**src/rtl/page_map_ftl_greedy_gc_core_defines.svh**
```systemverilog
// Assertion macros shared by the page-mapped translation layer RTL.
`ifndef PAGE_MAP_FTL_GREEDY_GC_CORE_DEFINES_SVH
`define PAGE_MAP_FTL_GREEDY_GC_CORE_DEFINES_SVH
`ifndef SYNTHESIS
`define PMFTL_ASSERT_NOW(lbl, clk, rst_n, ant, cons, msg) \
  lbl: assert property (@(posedge clk) disable iff (!rst_n) (ant) |-> (cons)) else $error(msg);
`define PMFTL_ASSERT_NEXT(lbl, clk, rst_n, ant, cons, msg) \
  lbl: assert property (@(posedge clk) disable iff (!rst_n) (ant) |=> (cons)) else $error(msg);
`else
`define PMFTL_ASSERT_NOW(lbl, clk, rst_n, ant, cons, msg)
`define PMFTL_ASSERT_NEXT(lbl, clk, rst_n, ant, cons, msg)
`endif
`endif

```
**src/rtl/pmftl_ram.sv**
```systemverilog
// Generic single-write, single-read RAM with registered read data.
module pmftl_ram #(
  parameter int WIDTH = 8,
  parameter int DEPTH = 16
) (
  input  logic                     clk_i,
  input  logic                     we_i,
  input  logic [$clog2(DEPTH)-1:0] waddr_i,
  input  logic [WIDTH-1:0]         wdata_i,
  input  logic [$clog2(DEPTH)-1:0] raddr_i,
  output logic [WIDTH-1:0]         rdata_o
);
  logic [WIDTH-1:0] mem_q [DEPTH];

  always_ff @(posedge clk_i) begin
    if (we_i) begin
      mem_q[waddr_i] <= wdata_i;
    end
    rdata_o <= mem_q[raddr_i];
  end
endmodule

```
**config.mk**
```make
export PLATFORM = sky130hd
export DESIGN_NAME = pmftl_ram
export DESIGN_NICKNAME = d
export VERILOG_FILES = /design/src/rtl/page_map_ftl_greedy_gc_core_defines.svh /design/src/rtl/pmftl_ram.sv
export SDC_FILE = /design/constraint.sdc
export NUM_CORES = 1
export LEC_CHECK = 0
export BUFFER_PORTS_ARGS = -buffer_cell sky130_fd_sc_hd__buf_2
export CAP_MARGIN = 40
export CORE_UTILIZATION = 40
export DETAILED_ROUTE_END_ITERATION = 16
export GPL_TIMING_DRIVEN = 0
export PLACE_DENSITY = 0.55
export SLEW_MARGIN = 25
export SYNTH_ARGS = -nofsm -noshare
export SYNTH_HDL_FRONTEND = slang
export SYNTH_SLANG_ARGS = --single-unit
```
**constraint.sdc**
```tcl
create_clock -name clk_i -period 4.1 [get_ports clk_i]
set_input_delay 0.41 -clock clk_i [delete_from_list [all_inputs] [get_ports clk_i]]
set_output_delay 0.41 -clock clk_i [all_outputs]
set_load 0.1 [all_outputs]
```
==> results.yml <==
critical_path:
  crit_type: "in2reg"
  endpoint_kind: "flop"
  crit_path_start_kind: "primary input"
  startpoint: "waddr_i[2]"
  endpoint: "mem_q[1][0]$_DFFE_PP_"
  cp_data_required_time_ps: 4140
  reg2reg_from: "mem_q[6][1]$_DFFE_PP_"
  reg2reg_to: "rdata_o[1]$_DFF_P_"
  worstRegToRegCells: 3
  crit_path_max_fanout: 8
  r2r_setup_slack_ps: 2740
  crit_arrival_ps: 1730
timing:
  setup_violations: 0
  timing.fmax_mhz: 592.4
  finalHoldViolations: 0
  slew_violations: 0
  clock_skew_ps: 6.110
  rsz0062_at_grt: "no"
  setup_tns_ps: 0
  tightestPinTransition_ps: 820.6
  max_slew_margin_pct: 45.09
  finalCriticalPeriod_ps: 1688
  final.period_utilization_pct: 41.17
final_layout:
  antenna_cells: 0
  area_growth_pct: 19.01
  fillCellCount: 1027
  fin_cells: 461
  drive_above_1_share_pct: 29.41
  nNetsFinal: 294
yosys:
  synth-compound-area-share_pct: 2.333
  synthCells: 229
  ys_ff_latch: 136
  synth_top_cell_by_area: "edfxtp_1"
  synth_mux_area_share_pct: 15.02
  syn-num-nets: 247
  syn_area_um2: 5147
  yosys_warnings: 0
  avgSynthCellArea_um2: 22.48
  yosysSeqAreaShare_pct: 77.78
  synth_simple_gate_area_share_pct: 3.184
  synthTopCellsByArea: "edfxtp_1 75%, mux4_2 7.9%, mux4_1 7.1%"
  synth_fa_ha_area_share_pct: 0
  synth_xor_area_share_pct: 0
  synth_top_family_by_area: "multiplexers"
  yosys.cell_types.count: 19
  yosysTopAreaCellShare_pct: 74.67
run:
  max-cap-violations: 0
pwr:
  combPwrFrac_pct: 6.5
  power_frac_seq_pct: 47.3
  power.net_switching_uw: 685.0
  swShare_pct: 20.72
  internal_power_mw: 2.620
  leakage_nw: 2.050
  powerDensity_nw_per_um2: 539.6
  ir_worst_vdd_uv: 314.7
  p_clk_share_pct: 46.2
floorplan:
  dieArea_um2: 13330
  start_util_pct: 40.96
  dieHeight_um: 115.4
  fp.dieW_um: 115.4
  io-pin-count: 26
  rows: 41
  core-area_um2: 12570
grt:
  antenna_found_initial: 0
  grt_max_degree: 17
  grt_pass1_vias: 2234
  grt_pass1_wl_um: 14350
  overflow: 0
  grtUsageTotal_pct: 16.35
clocking:
  cts_setup_buffers: 0
  cts.sinks: 136
  root_buffer: "clkbuf_16"
  numCtsBuffers: 17
  cts_resized: 0
  cts_tree: "done"
  clkLatencyLatePin_ps: 420
  htree_levels: 4
  clkTransAtPathRegs_ps: 60
  clockBufferDepth: 2
  cts_hold_buf: 0
detailed_routing:
  wl_per_cell_um: 21.42
  ant_nets: 0
  via_count: 2352
  routed_wl_um: 9874
  drcViolationCount: 0
  vias_per_cell: 5.102
  drtPass1Iterations: 4
  drt-initial-drc-count: 124
run_status:
  outcome: "finished clean"
place:
  io_buffers: 24
  gp_congestion: 0.7013
  dp_hpwl_um: 6194
  dp_cells: 425
min_path:
  min_path_type: "in2reg"
-- synth_stat cells, drive strengths merged --
cell           instances
nand2                  9
nor2                  13
nand2b                 2
nand3b                 2
a22oi                 16
or3b                   1
nor3                   4
mux4                  32
dfxtp                  8
and2b                  1
buf                    7
nor2b                  1
and2                   1
nand3                  1
edfxtp               128
clkdlybuf4s25          3
-- flip-flops by register name, summed over array words and instances, names as in the netlist --
register and cells:
rdata_o 8, mem_q 128
-- critical path, stage by stage --
cell    delay, ps
buf_2         120
or3b_2        540
nor2_1        660
-- kinds of logic (layout without fill, tap and decap cells) --
family,Yosys count,after routing
AOI/OAI and AO/OA,16,16
buffers and inverters,10,70
DFF,136,136
muxes,32,32
and+or+nand+nor,35,35
-- cells in the final DEF, fill, tap and decap left out --
cell type	netlist	routed
nor2_1	13	13
mux4_2	18	18
nand2b_1	2	2
clkbuf_1	0	3
nand2_1	9	9
buf_2	3	27
clkinvlp_4	0	1
clkbuf_16	0	17
and2b_1	1	1
clkdlybuf4s25_2	3	3
clkinv_2	0	2
mux4_1	14	14
nor3_2	0	4
nand3b_1	2	2
edfxtp_1	128	128
clkinv_1	0	5
dfxtp_1	8	8
a22oi_1	16	16
buf_6	3	3
or3b_2	1	1
bufinv_16	0	4
nand3_1	1	1
buf_4	1	5
nor2b_1	1	1
and2_1	1	1
-- per-layer routing --
layer  global-route usage [%]  routed length, um  vias to the layer above
li1                         -                  -                     1066
met1                    23.39               4425                     1202
met2                    23.19               4723                       73
met3                    4.132                589                       11
met4                    8.571                137                        0
met5                        0                  0                        -
-- power by group through the flow --
stage	combinational, mW	sequential, mW	clock (mW)
floorplan	0.0789	1.66	0
global placement	0.215	1.59	0
detailed placement	0.219	1.59	0
CTS	0.219	1.56	1.54
global route	0.230	1.56	1.60
finish	0.216	1.56	1.53
-- through the flow --
step / utilization, % / power [mW] / cell area, um2 / setup slack, ps / hold WS, ps
6_report: 48.74 / 3.306 / 6126 / 2412 / 394.6
3_3_place_gp: 43.62 / 1.804 / 5483 / 1541 / 656.9
2_1_floorplan: - / 1.737 / 5147 / 2197 / 508.9
3_5_place_dp: 43.78 / 1.809 / 5503 / 1978 / 678.5
5_1_grt: 48.74 / 3.391 / 6126 / 2367 / 396.7
4_1_cts: 48.50 / 3.325 / 6096 / 2419 / 394.2
-- layout make-up --
class	instances	area, um2	share of cell area (%)
timing repair buffer	28	150.1	2.451
sequential	136	4004	65.36
buffer	10	86.33	1.409
tap	172	215.2	3.513
clock inverter	12	156.4	2.553
multi-input combinational	83	1077	17.59
clock buffer	20	436.7	7.128
-- worst min-delay path by stage --
stage | start | end | slack [ps] | cells after the start
2_1_floorplan | wdata_i[0] | mem_q[0][0]$_DFFE_PP_ | 510 | 0
5_1_grt | wdata_i[5] | mem_q[1][5]$_DFFE_PP_ | 400 | 1
3_3_place_gp | mem_q[8][1]$_DFFE_PP_ | rdata_o[1]$_DFF_P_ | 660 | 3
3_5_place_dp | mem_q[8][1]$_DFFE_PP_ | rdata_o[1]$_DFF_P_ | 680 | 3
4_1_cts | wdata_i[5] | mem_q[1][5]$_DFFE_PP_ | 390 | 1
6_report | wdata_i[5] | mem_q[1][5]$_DFFE_PP_ | 390 | 1
(Power assumes the default switching activity.)
